## src/lse_pkg.sv

```systemverilog
`timescale 1ns / 1ps
// shared types, constants and helpers of the lsb stego embed sequencer
package lse_pkg;

  localparam int CHAR_BITS  = 7;
  localparam int SEQ_BITS   = 2 * CHAR_BITS;
  localparam int CNT_W      = 4;
  localparam int CFG_IDX_W  = 2;
  localparam int CFG_DATA_W = 64;
  localparam int OFFSET_W   = 24;
  localparam int KEY_W      = 64;
  localparam int KEY_LEN_W  = 4;
  localparam int KEY_IDX_W  = 3;

  localparam logic [CHAR_BITS-1:0] EOT_CODE = 7'h04;

  localparam logic [CFG_IDX_W-1:0] REG_START_OFFSET = 2'd0;
  localparam logic [CFG_IDX_W-1:0] REG_PIXEL_COUNT  = 2'd1;
  localparam logic [CFG_IDX_W-1:0] REG_KEY_BYTES    = 2'd2;
  localparam logic [CFG_IDX_W-1:0] REG_KEY_LENGTH   = 2'd3;

  localparam logic [2:0] STEP_LAST = 3'd5;

  typedef struct packed {
    logic [CHAR_BITS-1:0] code;
    logic                 has_char;
    logic                 has_end;
    logic                 restart;
  } item_t;

  // repeating position steps 1,1,2,3,5,8
  function automatic logic [3:0] step_size(input logic [2:0] phase);
    logic [3:0] s;
    begin
      unique case (phase)
        3'd0:    s = 4'd1;
        3'd1:    s = 4'd1;
        3'd2:    s = 4'd2;
        3'd3:    s = 4'd3;
        3'd4:    s = 4'd5;
        3'd5:    s = 4'd8;
        default: s = 4'd1;
      endcase
      return s;
    end
  endfunction

endpackage

```

## src/lse_if.sv

```systemverilog
`timescale 1ns / 1ps
// valid/ready channel interfaces for message words and write command words
interface lse_in_if;
  logic       valid;
  logic       ready;
  logic [7:0] char_code;
  logic       char_present;
  logic       message_end;

  modport source (output valid, output char_code, output char_present,
                  output message_end, input ready);
  modport sink   (input valid, input char_code, input char_present,
                  input message_end, output ready);
endinterface

interface lse_out_if;
  logic        valid;
  logic        ready;
  logic [23:0] pixel_position;
  logic [1:0]  channel;
  logic        bit_value;
  logic        out_of_range;
  logic        run_last;

  modport source (output valid, output pixel_position, output channel,
                  output bit_value, output out_of_range, output run_last,
                  input ready);
  modport sink   (input valid, input pixel_position, input channel,
                  input bit_value, input out_of_range, input run_last,
                  output ready);
endinterface

```

## src/lsb_stego_embed_sequencer.sv

```systemverilog
`timescale 1ns / 1ps
// top level of the lsb stego embed sequencer
// Takes one message word per accept and issues one pixel write command word per
// cycle while the output is ready: seven for a character, seven more for the
// end-of-text code when the word ends the message. The next word is taken in the
// cycle the last command of the current one moves to the output register, so with
// the output always ready the commands of successive words follow without a gap.
// Configuration is written through a plain write port; the user must write it only
// while the block is idle, as the block itself does not enforce this.
module lsb_stego_embed_sequencer #(
  parameter int POSITION_BITS = 24,
  parameter int KEY_MAX_BYTES = 8
) (
  input  logic                             clk_i,
  input  logic                             rst_ni,
  input  logic                             cfg_we_i,
  input  logic [lse_pkg::CFG_IDX_W-1:0]    cfg_idx_i,
  input  logic [lse_pkg::CFG_DATA_W-1:0]   cfg_data_i,
  lse_in_if.sink                           in_if,
  lse_out_if.source                        out_if
);
  import lse_pkg::*;

  logic [OFFSET_W-1:0]  start_offset_q;
  logic [OFFSET_W-1:0]  pixel_count_q;
  logic [KEY_W-1:0]     key_bytes_q;
  logic [KEY_LEN_W-1:0] key_length_q;
  item_t                item;
  logic                 accept;

  always_ff @(posedge clk_i or negedge rst_ni) begin
    if (!rst_ni) begin
      start_offset_q <= '0;
      pixel_count_q  <= '0;
      key_bytes_q    <= '0;
      key_length_q   <= '0;
    end else if (cfg_we_i) begin
      unique case (cfg_idx_i)
        REG_START_OFFSET: start_offset_q <= cfg_data_i[OFFSET_W-1:0];
        REG_PIXEL_COUNT:  pixel_count_q  <= cfg_data_i[OFFSET_W-1:0];
        REG_KEY_BYTES:    key_bytes_q    <= cfg_data_i[KEY_W-1:0];
        REG_KEY_LENGTH:   key_length_q   <= cfg_data_i[KEY_LEN_W-1:0];
        default: ;
      endcase
    end
  end

  assign accept = in_if.valid & in_if.ready;

  lse_key_xor #(
    .KEY_MAX_BYTES(KEY_MAX_BYTES)
  ) u_key_xor (
    .clk_i          (clk_i),
    .rst_ni         (rst_ni),
    .accept_i       (accept),
    .char_code_i    (in_if.char_code),
    .char_present_i (in_if.char_present),
    .message_end_i  (in_if.message_end),
    .key_bytes_i    (key_bytes_q),
    .key_length_i   (key_length_q),
    .item_o         (item)
  );

  lse_bit_emitter #(
    .POSITION_BITS(POSITION_BITS)
  ) u_bit_emitter (
    .clk_i          (clk_i),
    .rst_ni         (rst_ni),
    .in_valid_i     (in_if.valid),
    .in_ready_o     (in_if.ready),
    .item_i         (item),
    .start_offset_i (start_offset_q),
    .pixel_count_i  (pixel_count_q),
    .out_if         (out_if)
  );

endmodule

```

## src/lse_key_xor.sv

```systemverilog
`timescale 1ns / 1ps
// key byte selection, xor and message start tracking at word accept
module lse_key_xor #(
  parameter int KEY_MAX_BYTES = 8
) (
  input  logic                            clk_i,
  input  logic                            rst_ni,
  input  logic                            accept_i,
  input  logic [7:0]                      char_code_i,
  input  logic                            char_present_i,
  input  logic                            message_end_i,
  input  logic [lse_pkg::KEY_W-1:0]       key_bytes_i,
  input  logic [lse_pkg::KEY_LEN_W-1:0]   key_length_i,
  output lse_pkg::item_t                  item_o
);
  import lse_pkg::*;

  logic                 started_q, started_d;
  logic [KEY_IDX_W-1:0] key_idx_q, key_idx_d;
  logic [KEY_LEN_W-1:0] key_len;
  logic [KEY_IDX_W-1:0] k;
  logic [KEY_LEN_W-1:0] k_inc;
  logic [7:0]           key_byte;
  logic [7:0]           code;
  logic                 active;

  assign active  = char_present_i | message_end_i;
  assign key_len = (key_length_i > KEY_LEN_W'(KEY_MAX_BYTES)) ?
                   KEY_LEN_W'(KEY_MAX_BYTES) : key_length_i;

  always_comb begin
    k = key_idx_q;
    if (!started_q || ({1'b0, key_idx_q} >= key_len)) begin
      k = '0;
    end
    k_inc    = {1'b0, k} + KEY_LEN_W'(1);
    key_byte = key_bytes_i[8*k +: 8];
    code     = (key_len != '0) ? (char_code_i ^ key_byte) : char_code_i;
  end

  always_comb begin
    started_d = started_q;
    key_idx_d = key_idx_q;
    if (accept_i && active) begin
      started_d = ~message_end_i;
      if (!started_q) begin
        key_idx_d = '0;
      end
      if (char_present_i && (key_len != '0)) begin
        key_idx_d = (k_inc >= key_len) ? '0 : k_inc[KEY_IDX_W-1:0];
      end
    end
  end

  always_ff @(posedge clk_i or negedge rst_ni) begin
    if (!rst_ni) begin
      started_q <= 1'b0;
      key_idx_q <= '0;
    end else begin
      started_q <= started_d;
      key_idx_q <= key_idx_d;
    end
  end

  assign item_o.code     = code[CHAR_BITS-1:0];
  assign item_o.has_char = char_present_i;
  assign item_o.has_end  = message_end_i;
  assign item_o.restart  = ~started_q;

endmodule

```

## src/lse_bit_emitter.sv

```systemverilog
`timescale 1ns / 1ps
// bit sequencer, position stepping and registered write command output
module lse_bit_emitter #(
  parameter int POSITION_BITS = 24
) (
  input  logic                          clk_i,
  input  logic                          rst_ni,
  input  logic                          in_valid_i,
  output logic                          in_ready_o,
  input  lse_pkg::item_t                item_i,
  input  logic [lse_pkg::OFFSET_W-1:0]  start_offset_i,
  input  logic [lse_pkg::OFFSET_W-1:0]  pixel_count_i,
  lse_out_if.source                     out_if
);
  import lse_pkg::*;

  localparam int CMP_W = (POSITION_BITS > OFFSET_W) ? POSITION_BITS : OFFSET_W;

  logic                     busy_q, busy_d;
  logic [SEQ_BITS-1:0]      seq_q, seq_d;
  logic [CNT_W-1:0]         cnt_q, cnt_d;
  logic                     restart_q, restart_d;
  logic [POSITION_BITS-1:0] pos_q;
  logic [2:0]               step_q;
  logic [1:0]               chan_q;
  logic                     ov_q;
  logic [OFFSET_W-1:0]      pix_q;
  logic [1:0]               ch_q;
  logic                     bit_q;
  logic                     oor_q;
  logic                     last_q;

  logic                     fire;
  logic                     last_bit;
  logic                     load;
  logic [POSITION_BITS-1:0] pos_cur;
  logic [2:0]               step_cur;
  logic [1:0]               chan_cur;
  logic [CMP_W-1:0]         pos_ext;
  logic [CMP_W-1:0]         pcnt_ext;

  assign fire       = busy_q & (~ov_q | out_if.ready);
  assign last_bit   = (cnt_q == CNT_W'(1));
  assign in_ready_o = ~busy_q | (fire & last_bit);
  assign load       = in_valid_i & in_ready_o & (item_i.has_char | item_i.has_end);

  // a restarting word takes its first position from the offset register
  assign pos_cur  = restart_q ? POSITION_BITS'(start_offset_i) : pos_q;
  assign step_cur = restart_q ? 3'd0 : step_q;
  assign chan_cur = restart_q ? 2'd0 : chan_q;
  assign pos_ext  = CMP_W'(pos_cur);
  assign pcnt_ext = CMP_W'(pixel_count_i);

  always_comb begin
    busy_d    = busy_q;
    seq_d     = seq_q;
    cnt_d     = cnt_q;
    restart_d = restart_q;
    if (fire) begin
      seq_d     = {seq_q[SEQ_BITS-2:0], 1'b0};
      cnt_d     = cnt_q - CNT_W'(1);
      restart_d = 1'b0;
      busy_d    = ~last_bit;
    end
    if (load) begin
      busy_d    = 1'b1;
      restart_d = item_i.restart;
      if (item_i.has_char) begin
        seq_d = {item_i.code, EOT_CODE};
        cnt_d = item_i.has_end ? CNT_W'(SEQ_BITS) : CNT_W'(CHAR_BITS);
      end else begin
        seq_d = {EOT_CODE, {CHAR_BITS{1'b0}}};
        cnt_d = CNT_W'(CHAR_BITS);
      end
    end
  end

  always_ff @(posedge clk_i or negedge rst_ni) begin
    if (!rst_ni) begin
      busy_q    <= 1'b0;
      cnt_q     <= '0;
      restart_q <= 1'b0;
      pos_q     <= '0;
      step_q    <= '0;
      chan_q    <= '0;
      ov_q      <= 1'b0;
    end else begin
      busy_q    <= busy_d;
      cnt_q     <= cnt_d;
      restart_q <= restart_d;
      if (fire) begin
        pos_q  <= pos_cur + POSITION_BITS'(step_size(step_cur));
        step_q <= (step_cur >= STEP_LAST) ? 3'd0 : step_cur + 3'd1;
        chan_q <= (chan_cur == 2'd2) ? 2'd0 : chan_cur + 2'd1;
        ov_q   <= 1'b1;
      end else if (out_if.ready) begin
        ov_q   <= 1'b0;
      end
    end
  end

  always_ff @(posedge clk_i) begin
    seq_q <= seq_d;
    if (fire) begin
      pix_q  <= pos_ext[OFFSET_W-1:0];
      ch_q   <= chan_cur;
      bit_q  <= seq_q[SEQ_BITS-1];
      oor_q  <= (pos_ext >= pcnt_ext);
      last_q <= last_bit;
    end
  end

  assign out_if.valid          = ov_q;
  assign out_if.pixel_position = pix_q;
  assign out_if.channel        = ch_q;
  assign out_if.bit_value      = bit_q;
  assign out_if.out_of_range   = oor_q;
  assign out_if.run_last       = last_q;

endmodule
```

## src/flat_wrapper.sv

```systemverilog
// flat-port wrapper written by rule: the top's interface ports become plain ports
module lsb_stego_embed_sequencer_flat import lse_pkg::*;
#(
  parameter int POSITION_BITS = 24,
  parameter int KEY_MAX_BYTES = 8
)
  (clk_i, rst_ni, cfg_we_i, cfg_idx_i, cfg_data_i, in_if_valid, in_if_char_code, in_if_char_present, in_if_message_end, in_if_ready, out_if_valid, out_if_pixel_position, out_if_channel, out_if_bit_value, out_if_out_of_range, out_if_run_last, out_if_ready);
  lse_in_if in_if_i ();
  lse_out_if out_if_i ();
  input  logic clk_i;
  input  logic rst_ni;
  input  logic cfg_we_i;
  input  logic [lse_pkg::CFG_IDX_W-1:0] cfg_idx_i;
  input  logic [lse_pkg::CFG_DATA_W-1:0] cfg_data_i;
  input wire logic [$bits(in_if_i.valid)-1:0] in_if_valid;
  input wire logic [$bits(in_if_i.char_code)-1:0] in_if_char_code;
  input wire logic [$bits(in_if_i.char_present)-1:0] in_if_char_present;
  input wire logic [$bits(in_if_i.message_end)-1:0] in_if_message_end;
  output wire logic [$bits(in_if_i.ready)-1:0] in_if_ready;
  output wire logic [$bits(out_if_i.valid)-1:0] out_if_valid;
  output wire logic [$bits(out_if_i.pixel_position)-1:0] out_if_pixel_position;
  output wire logic [$bits(out_if_i.channel)-1:0] out_if_channel;
  output wire logic [$bits(out_if_i.bit_value)-1:0] out_if_bit_value;
  output wire logic [$bits(out_if_i.out_of_range)-1:0] out_if_out_of_range;
  output wire logic [$bits(out_if_i.run_last)-1:0] out_if_run_last;
  input wire logic [$bits(out_if_i.ready)-1:0] out_if_ready;
  assign in_if_i.valid = in_if_valid;
  assign in_if_i.char_code = in_if_char_code;
  assign in_if_i.char_present = in_if_char_present;
  assign in_if_i.message_end = in_if_message_end;
  assign in_if_ready = in_if_i.ready;
  assign out_if_valid = out_if_i.valid;
  assign out_if_pixel_position = out_if_i.pixel_position;
  assign out_if_channel = out_if_i.channel;
  assign out_if_bit_value = out_if_i.bit_value;
  assign out_if_out_of_range = out_if_i.out_of_range;
  assign out_if_run_last = out_if_i.run_last;
  assign out_if_i.ready = out_if_ready;
  lsb_stego_embed_sequencer #(.POSITION_BITS(POSITION_BITS), .KEY_MAX_BYTES(KEY_MAX_BYTES)) u_core (.clk_i(clk_i), .rst_ni(rst_ni), .cfg_we_i(cfg_we_i), .cfg_idx_i(cfg_idx_i), .cfg_data_i(cfg_data_i), .in_if(in_if_i), .out_if(out_if_i));
endmodule
```

## config.mk

```make
export PLATFORM = sky130hd
export DESIGN_NAME = lsb_stego_embed_sequencer_flat
export DESIGN_NICKNAME = d
export VERILOG_FILES = /design/src/lse_pkg.sv /design/src/lse_if.sv /design/src/lsb_stego_embed_sequencer.sv /design/src/lse_key_xor.sv /design/src/lse_bit_emitter.sv /design/src/flat_wrapper.sv
export SDC_FILE = /design/constraint.sdc
export NUM_CORES = 1
export LEC_CHECK = 0
export BUFFER_PORTS_ARGS = -buffer_cell sky130_fd_sc_hd__buf_4
export CAP_MARGIN = 15
export CELL_PAD_IN_SITES_DETAIL_PLACEMENT = 1
export CELL_PAD_IN_SITES_GLOBAL_PLACEMENT = 1
export CORE_MARGIN = 1
export CORE_UTILIZATION = 40
export DETAILED_ROUTE_END_ITERATION = 8
export MAX_ROUTING_LAYER = met4
export PLACE_DENSITY_LB_ADDON = 0.1
export SLEW_MARGIN = 10
export SYNTH_ARGS = -nofsm -noshare
export SYNTH_HDL_FRONTEND = slang
export SYNTH_SLANG_ARGS = --single-unit
```

## constraint.sdc

```tcl
create_clock -name clk_i -period 7.7 [get_ports clk_i]
set_input_delay 1.54 -clock clk_i [delete_from_list [all_inputs] [get_ports clk_i]]
set_output_delay 1.54 -clock clk_i [all_outputs]
set_load 0.02 [all_outputs]
```

==> flow_summary.toml, run 1 <==
[global_route]
grt_util_all_layers_pct = 20.7
grt_pass1_wl_um = 37500
pin_count_of_the_biggest_net_entering_global_routing = 97
grt_antenna_before_repair = 0
via_count_of_the_first_global_routing_pass = 6862
globalRouteOverflowTotal = 0

[logic_synthesis]
yosys_most_used_dff = "dfrtp_1"
ys_ff_latch = 189
synth.largest_area_cell = "dfrtp_1"
synth_top_area_share_pct = 39.5
synth_enable_flop_cells = 41
syn_area_per_cell_sq_um = 12.4
synth_cell_type_count = 65
most_numerous_cell_types_in_the_synthesized_netlist = "148 x dfrtp_1, 133 x mux2_2, 60 x nand2_1"
post_syn_instances = 754
post_synth_instance_area_sq_um = 9380
synthesis.yosys.warnings = 0
most_frequent_cell_after_synthesis = "dfrtp_1"
ys_seq_area_share_pct = 52.6
synth_area_leaders = "dfrtp_1 39%, mux2_2 16%, edfxtp_1 13%, ha_1 5.6%, nand2_1 2.4%"
synth.net_count = 878
synthArstFlopShare_pct = 78.3

[worst_setup_path]
critPathCaptureType = "flop"
worst_endpoint_required_time_ps = 7970
r2r_slack_ps = 3130
worst_setup_path_startpoint = "u_core.u_bit_emitter.restart_q$_DFFE_PN0P_"
timing.setup.critical_path_class = "flop to flop"
startpoint_type = "flop"
worst_setup_path_endpoint = "u_core.u_bit_emitter.pos_q[18]$_DFFE_PN0P_"
regToRegStartpoint = "u_core.u_bit_emitter.restart_q$_DFFE_PN0P_"
worst_path_arrival_ps = 4840
reg2reg_to = "u_core.u_bit_emitter.pos_q[18]$_DFFE_PN0P_"
rr_worst_depth = 18
timing.critical_path.fanout_max = 34

[floorplan]
design.die.area_sq_um = 24100
num_io_pins = 112
start_util_pct = 41.0
num_rows = 55
fp.dieH_um = 155
dieWidth_um = 155
core_region_sq_um = 22800

[placement]
buffer_ports.inserted = 105
placedCellCount = 1153
hpwl_um = 16600
placedInstanceArea_sq_um = 10500
gpl.final_weighted_congestion = 0.847
dpl_worst_slack_ps = 3200

[drt]
detail_route.drc_violations = 0
routed_via_count_divided_by_cell_count = 5.20
first_pass_iters = 4
dr.first_iter.drc_count = 260
vias = 6163
detail-route-antenna-nets = 0
wl_per_cell_um = 19.2
drt_wl_total_um = 22800

[power]
powerDensity_nw_per_um2 = 363
p_leak_nw = 4.86
power.total_mw = 4.01
worst_ir_drop_vdd_mv = 0.144

[finish]
n_fill_cell = 2405
drive_gt1_share_pct = 33.8
area_growth_syn_to_layout_pct = 17.7
final_design_area_no_fill_sq_um = 11000
finalNonFillerCells = 1186
antenna_cells_inserted = 0
final_nets = 984

[timing]
relSlewSlack_pct = 37.9
final-setup-viol-count = 0
worst_clock_skew_ps = 12.1
final_max_slew_viols = 0
final_critical_path_setup_slack_ps = 3130
tightest_slew_ps = 932
grt_setup_unrepaired = "false"
final-hold-violation-count = 0
fmax_mhz = 219
layout_worst_path_cycle_share_pct = 59.4
min_clock_period_post_route_ps = 4570
setup_tns_ps = 0

[clocking]
clkTransAtPathRegs_ps = 70
clock_tree_root_buffer_cell = "clkbuf_16"
tritoncts = "built"
cts_inserted_buffers = 17
cts.htree.levels = 4
ctsResizeCount = 0
cts_setup_buffers = 0
clock_latency_ps = 430
sinks_on_clock_net = 189
hold_buffers = 0
cts-root-to-sink-buffers = 2

[flow_run]
drv_cap = 0

[worst_hold_path]
worstHoldStart = "u_core.u_bit_emitter.seq_q[13]$_DFFE_PP_"
min-delay-path-class = "flop to flop"

[outcome]
run_status = "finished, final reports clean"
-- kinds of logic after synthesis --
| family | count (synthesis) | synth area share, % |
|---|---|---|
| AO/OA/AOI/OAI | 130 | 9.75 |
| AND/OR/NAND/NOR | 136 | 7.57 |
| XOR/XNOR | 28 | 2.62 |
| adder cells (fa/ha/maj) | 43 | 5.82 |
| flip-flops | 189 | 52.6 |
| multiplexers | 153 | 18.1 |
| buffers and inverters | 75 | 3.52 |
-- registers in the layout, summed over array words and instances, names as in the netlist --
name                                        count
u_core.u_bit_emitter.out_if.run_last            1
u_core.u_bit_emitter.seq_q                     12
u_core.u_bit_emitter.chan_q                     2
u_core.u_bit_emitter.out_if.pixel_position     24
u_core.u_bit_emitter.step_q                     3
u_core.start_offset_q                          24
u_core.key_length_q                             4
u_core.u_bit_emitter.out_if.valid               1
u_core.u_key_xor.started_q                      1
u_core.u_bit_emitter.restart_q                  1
u_core.u_key_xor.key_idx_q                      3
u_core.u_bit_emitter.pos_q                     24
u_core.u_bit_emitter.out_if.bit_value           1
u_core.key_bytes_q                             56
u_core.u_bit_emitter.out_if.channel             2
u_core.u_bit_emitter.busy_q                     1
u_core.u_bit_emitter.out_if.out_of_range        1
u_core.u_bit_emitter.cnt_q                      4
u_core.pixel_count_q                           24
-- report_power, final --
group	switching, mW	internal [mW]	leakage [nW]
sequential	0.168	1.39	2.19
combinational	0.915	0.693	2.41
clock	0.396	0.450	0.260
-- final cells by class --
cell class,instances,area [sq um],share of cell area (%)
flip-flops and latches,189,4930,44.7
repair buffers,115,867,7.86
multi-input cells,490,4120,37.3
inverters,47,176,1.60
well taps,313,392,3.55
clock buffers,20,437,3.96
clock inverters,12,113,1.02
-- metrics by stage --
stage                     util [%]  hold WS, ps
after detailed placement      45.9          414
after floorplan                  -          400
after global routing          48.3          432
after global placement        45.9          406
after CTS                     48.3          433
final                         48.3          431
-- metal layers --
layer | wire (um) | GRT usage (%) | up-vias | share of wire (%)
met5 | 0 | - | - | 0
met4 | 373 | 6.27 | 0 | 1.6
met3 | 572 | 3.29 | 26 | 2.5
met2 | 10900 | 33.2 | 107 | 48
met1 | 10900 | 27.2 | 3116 | 48
li1 | - | - | 2914 | -
-- worst max-delay path: stages, from the launching register on --
cell and delay (ps):
dfrtp_1 450, buf_4 450, nand2b_1 250, inv_1 110, ha_1 220, ha_1 200
a21oi_1 220, inv_1 100, o21ai_0 200, ha_1 210, inv_1 60, fa_1 400
nor2b_1 120, o21ai_0 180, a211oi_2 690, and2_1 250, nand2_1 70, xnor2_1 130
o21ai_0 90
-- worst min path at each step --
stage	end	slack [ps]	depth (start not counted)
after detailed placement	u_core.u_bit_emitter.out_if.bit_value$_DFFE_PP_	410	0
after global placement	u_core.u_bit_emitter.out_if.bit_value$_DFFE_PP_	410	0
final	u_core.u_bit_emitter.out_if.bit_value$_DFFE_PP_	430	0
after floorplan	u_core.u_bit_emitter.out_if.bit_value$_DFFE_PP_	400	0
after global routing	u_core.u_bit_emitter.out_if.bit_value$_DFFE_PP_	430	0
after CTS	u_core.u_bit_emitter.out_if.bit_value$_DFFE_PP_	430	0
-- placed cells by master, fill, tap and decap left out, types with 8 or more instances in the layout --
cell and instances:
nor2b_1 8, o32ai_1 14, mux2_2 133, edfxtp_1 41, xnor2_1 17, and2_1 9, a21oi_1 22, nand2_1 60
mux2i_1 20, xor2_1 11, o21ai_0 32, o21ai_1 11, o31ai_1 8, clkbuf_16 17, inv_1 47, buf_4 113
nor2_1 17, dfrtp_1 148, ha_1 42
(Power assumes the default switching activity.)
==> inputs of run 2 (changes only) <==
--- a/config.mk
+++ b/config.mk
@@ -5,6 +5,7 @@
 export SDC_FILE = /design/constraint.sdc
 export NUM_CORES = 1
 export LEC_CHECK = 0
+export ABC_AREA = 1
 export BUFFER_PORTS_ARGS = -buffer_cell sky130_fd_sc_hd__buf_4
 export CAP_MARGIN = 15
 export CELL_PAD_IN_SITES_DETAIL_PLACEMENT = 1
==> constraint.sdc (replaced) <==
create_clock -name clk_i -period 4.5 [get_ports clk_i]
set_input_delay 0.9 -clock clk_i [delete_from_list [all_inputs] [get_ports clk_i]]
set_output_delay 0.9 -clock clk_i [all_outputs]
set_load 0.02 [all_outputs]
==> flow_summary.toml, run 2 <==
[logic_synthesis]
post_synth_xor_area_fraction_pct = 1.45
most_numerous_cell_types_in_the_synthesized_netlist = "269 x nand2_1, 148 x dfrtp_1, 144 x inv_1"
synth_fa_ha_area_share_pct = 5.63
synth_cell_type_count = 45
largest_family_of_logic_cells_by_synthesized_area = "simple AND/OR/NAND/NOR gates"
synth_compound_area_share_pct = 10.8
yosys-mux-area-fraction_pct = 2.54
synth_top_area_share_pct = 38.2
synthArstFlopShare_pct = 78.3
yosys_most_used_dff = "dfrtp_1"
post_syn_instances = 1102
synth.net_count = 1226
most_frequent_cell_after_synthesis = "nand2_1"
syn_area_per_cell_sq_um = 8.79
ys_ff_latch = 189
post_synth_instance_area_sq_um = 9690
ys_seq_area_share_pct = 50.9
synthesis.yosys.warnings = 0
synth_area_in_simple_gates_pct = 20.4
synth_enable_flop_cells = 41
synth.largest_area_cell = "dfrtp_1"
synth_area_leaders = "dfrtp_1 38%, edfxtp_1 13%, nand2_1 10%, inv_1 5.6%, ha_1 5.4%"

[timing]
min_clock_period_post_route_ps = 3770
tightest_slew_ps = 1020
setup_tns_ps = 0
relSlewSlack_pct = 32.2
final-setup-viol-count = 0
final-hold-violation-count = 0
fmax_mhz = 265
final_critical_path_setup_slack_ps = 729
layout_worst_path_cycle_share_pct = 83.8
grt_setup_unrepaired = "false"
worst_clock_skew_ps = 11.3
final_max_slew_viols = 0

[clocking]
clock_latency_ps = 440
cts.htree.levels = 4
tritoncts = "built"
cts-root-to-sink-buffers = 2
clkTransAtPathRegs_ps = 80
clock_tree_root_buffer_cell = "clkbuf_16"
cts_setup_buffers = 0
ctsResizeCount = 0
sinks_on_clock_net = 189
cts_inserted_buffers = 17
hold_buffers = 0

[finish]
largest_reg_flops = 56
area_growth_syn_to_layout_pct = 17.2
antenna_cells_inserted = 0
commonest_cells_after_routing_fill_and_taps_aside = "269 x nand2_1, 148 x dfrtp_1, 143 x inv_1, 114 x buf_4, 97 x o21ai_0"
final_nets = 1315
layout.cells.most_common = "nand2_1"
n_fill_cell = 2819
multi_input_comb_area_sq_um = 3970
sequential_cell_area_sq_um = 4930
largest_reg_by_ff_count = "u_core.key_bytes_q"
drive_gt1_share_pct = 18.6

[placement]
gpl.final_weighted_congestion = 0.822
dpl_worst_slack_ps = 740
hpwl_um = 17300
buffer_ports.inserted = 105

[floorplan]
num_io_pins = 112
design.die.area_sq_um = 24900
num_rows = 56
fp.dieH_um = 158
start_util_pct = 41.0
dieWidth_um = 158
core_region_sq_um = 23600

[global_route]
grt_pass1_wl_um = 41200
grt_util_all_layers_pct = 22.4
globalRouteOverflowTotal = 0
via_count_of_the_first_global_routing_pass = 7850
pin_count_of_the_biggest_net_entering_global_routing = 92
grt_antenna_before_repair = 1

[power]
p_leak_nw = 5.57
worst_ir_drop_vdd_mv = 0.187
powerDensity_nw_per_um2 = 601

[drt]
detail_route.drc_violations = 0
drt_wl_total_um = 24900
vias = 7560
detail-route-antenna-nets = 0
wl_per_cell_um = 16.4
first_pass_iters = 4
routed_via_count_divided_by_cell_count = 4.96
dr.first_iter.drc_count = 324

[worst_setup_path]
critPathCaptureType = "flop"
critPathSlowestCell = "dfrtp_1"
worst_endpoint_required_time_ps = 4830
startpoint_type = "flop"
critical_path.cell_chain = "nor2_1 -> ha_1 -> ha_1 -> a21oi_1 -> a21oi_1 -> nand2_1 -> ha_1 -> inv_1 -> fa_1 -> o31ai_2 -> inv_2 -> nor2_4 -> nand2_2 -> nor2_4 -> nand3_2 -> xnor2_1 -> nand2_1 -> nand2_1"
critical_path.max_stage_delay_ps = 570
r2r_slack_ps = 730
timing.setup.critical_path_class = "flop to flop"
timing.critical_path.fanout_max = 9
worst_path_arrival_ps = 4100

[flow_run]
drv_cap = 0

[worst_hold_path]
min-delay-path-class = "flop to flop"

[outcome]
run_status = "finished, final reports clean"
-- run 2: cell count changes after synthesis, moves of 21 or more --
cell     change
inv_1       +97
a21oi_1     +24
nand3_1     +63
nand2_1    +209
nor2_1      +21
o21ai_0     +65
mux2_2     -112
-- run 2: logic make-up (layout without fill, tap and decap cells) --
family / after synthesis / count (layout)
and+or+nand+nor: 447 / 447
xor gates and xnor gates: 16 / 16
adders and majority gates: 43 / 43
DFF: 189 / 189
buffers and inverters: 200 / 302
muxes: 22 / 22
AOI/OAI and AO/OA: 185 / 185
-- run 2: layout make-up --
cell class / instances / share of cell area, %
inverters: 154 / 5.09
multi-input cells: 713 / 34.9
clock inverters: 13 / 1.40
flip-flops and latches: 189 / 43.4
clock buffers: 19 / 3.81
repair buffers: 116 / 7.81
well taps: 319 / 3.51
-- run 2: path summary, 6_finish.rpt --
kind	from	to	cells past startpoint
min in group asynchronous	rst_ni	u_core.key_bytes_q[37]$_DFFE_PN0P_	1
min reg2reg	u_core.u_bit_emitter.seq_q[13]$_DFFE_PP_	u_core.u_bit_emitter.out_if.bit_value$_DFFE_PP_	0
max in group asynchronous	rst_ni	u_core.u_bit_emitter.step_q[1]$_DFFE_PN0P_	2
min	u_core.u_bit_emitter.seq_q[13]$_DFFE_PP_	u_core.u_bit_emitter.out_if.bit_value$_DFFE_PP_	0
max reg2reg	u_core.u_bit_emitter.restart_q$_DFFE_PN0P_	u_core.u_bit_emitter.pos_q[20]$_DFFE_PN0P_	18
max	u_core.u_bit_emitter.restart_q$_DFFE_PN0P_	u_core.u_bit_emitter.pos_q[20]$_DFFE_PN0P_	18
-- run 2: through the flow --
stage	cells	hold WS, ps	total power [mW]	util, %	area [sq um]
after floorplan	1102	400	4.43	-	9690
after global placement	1491	406	5.21	45.6	10800
after detailed placement	1491	409	5.33	45.6	10800
after CTS	1523	429	6.92	48.1	11400
after global routing	1523	435	7.37	48.1	11400
final	1523	425	6.82	48.1	11400
-- run 2: metal layers --
metal | global-route usage [%] | vias to the layer above | wire length (um)
li1 | - | 3751 | -
met1 | 28.7 | 3669 | 11500
met2 | 36.9 | 115 | 12300
met3 | 3.94 | 25 | 858
met4 | 5.41 | 0 | 272
met5 | - | - | 0
-- run 2: power breakdown --
part | leakage [nW] | internal [mW] | switching, mW
registers | 2.23 | 2.35 | 0.246
logic | 3.07 | 0.939 | 1.74
clock network | 0.283 | 0.836 | 0.710
total | 5.57 | 4.13 | 2.69
-- run 2: critical path, delay by kind of cell (launching register included) --
| family | cells | cell delay (ps) |
|---|---|---|
| adders and majority gates | 4 | 1010 |
| and+or+nand+nor | 8 | 900 |
| AOI/OAI and AO/OA | 3 | 880 |
| DFF | 1 | 570 |
| buffers and inverters | 2 | 170 |
| xor gates and xnor gates | 1 | 140 |
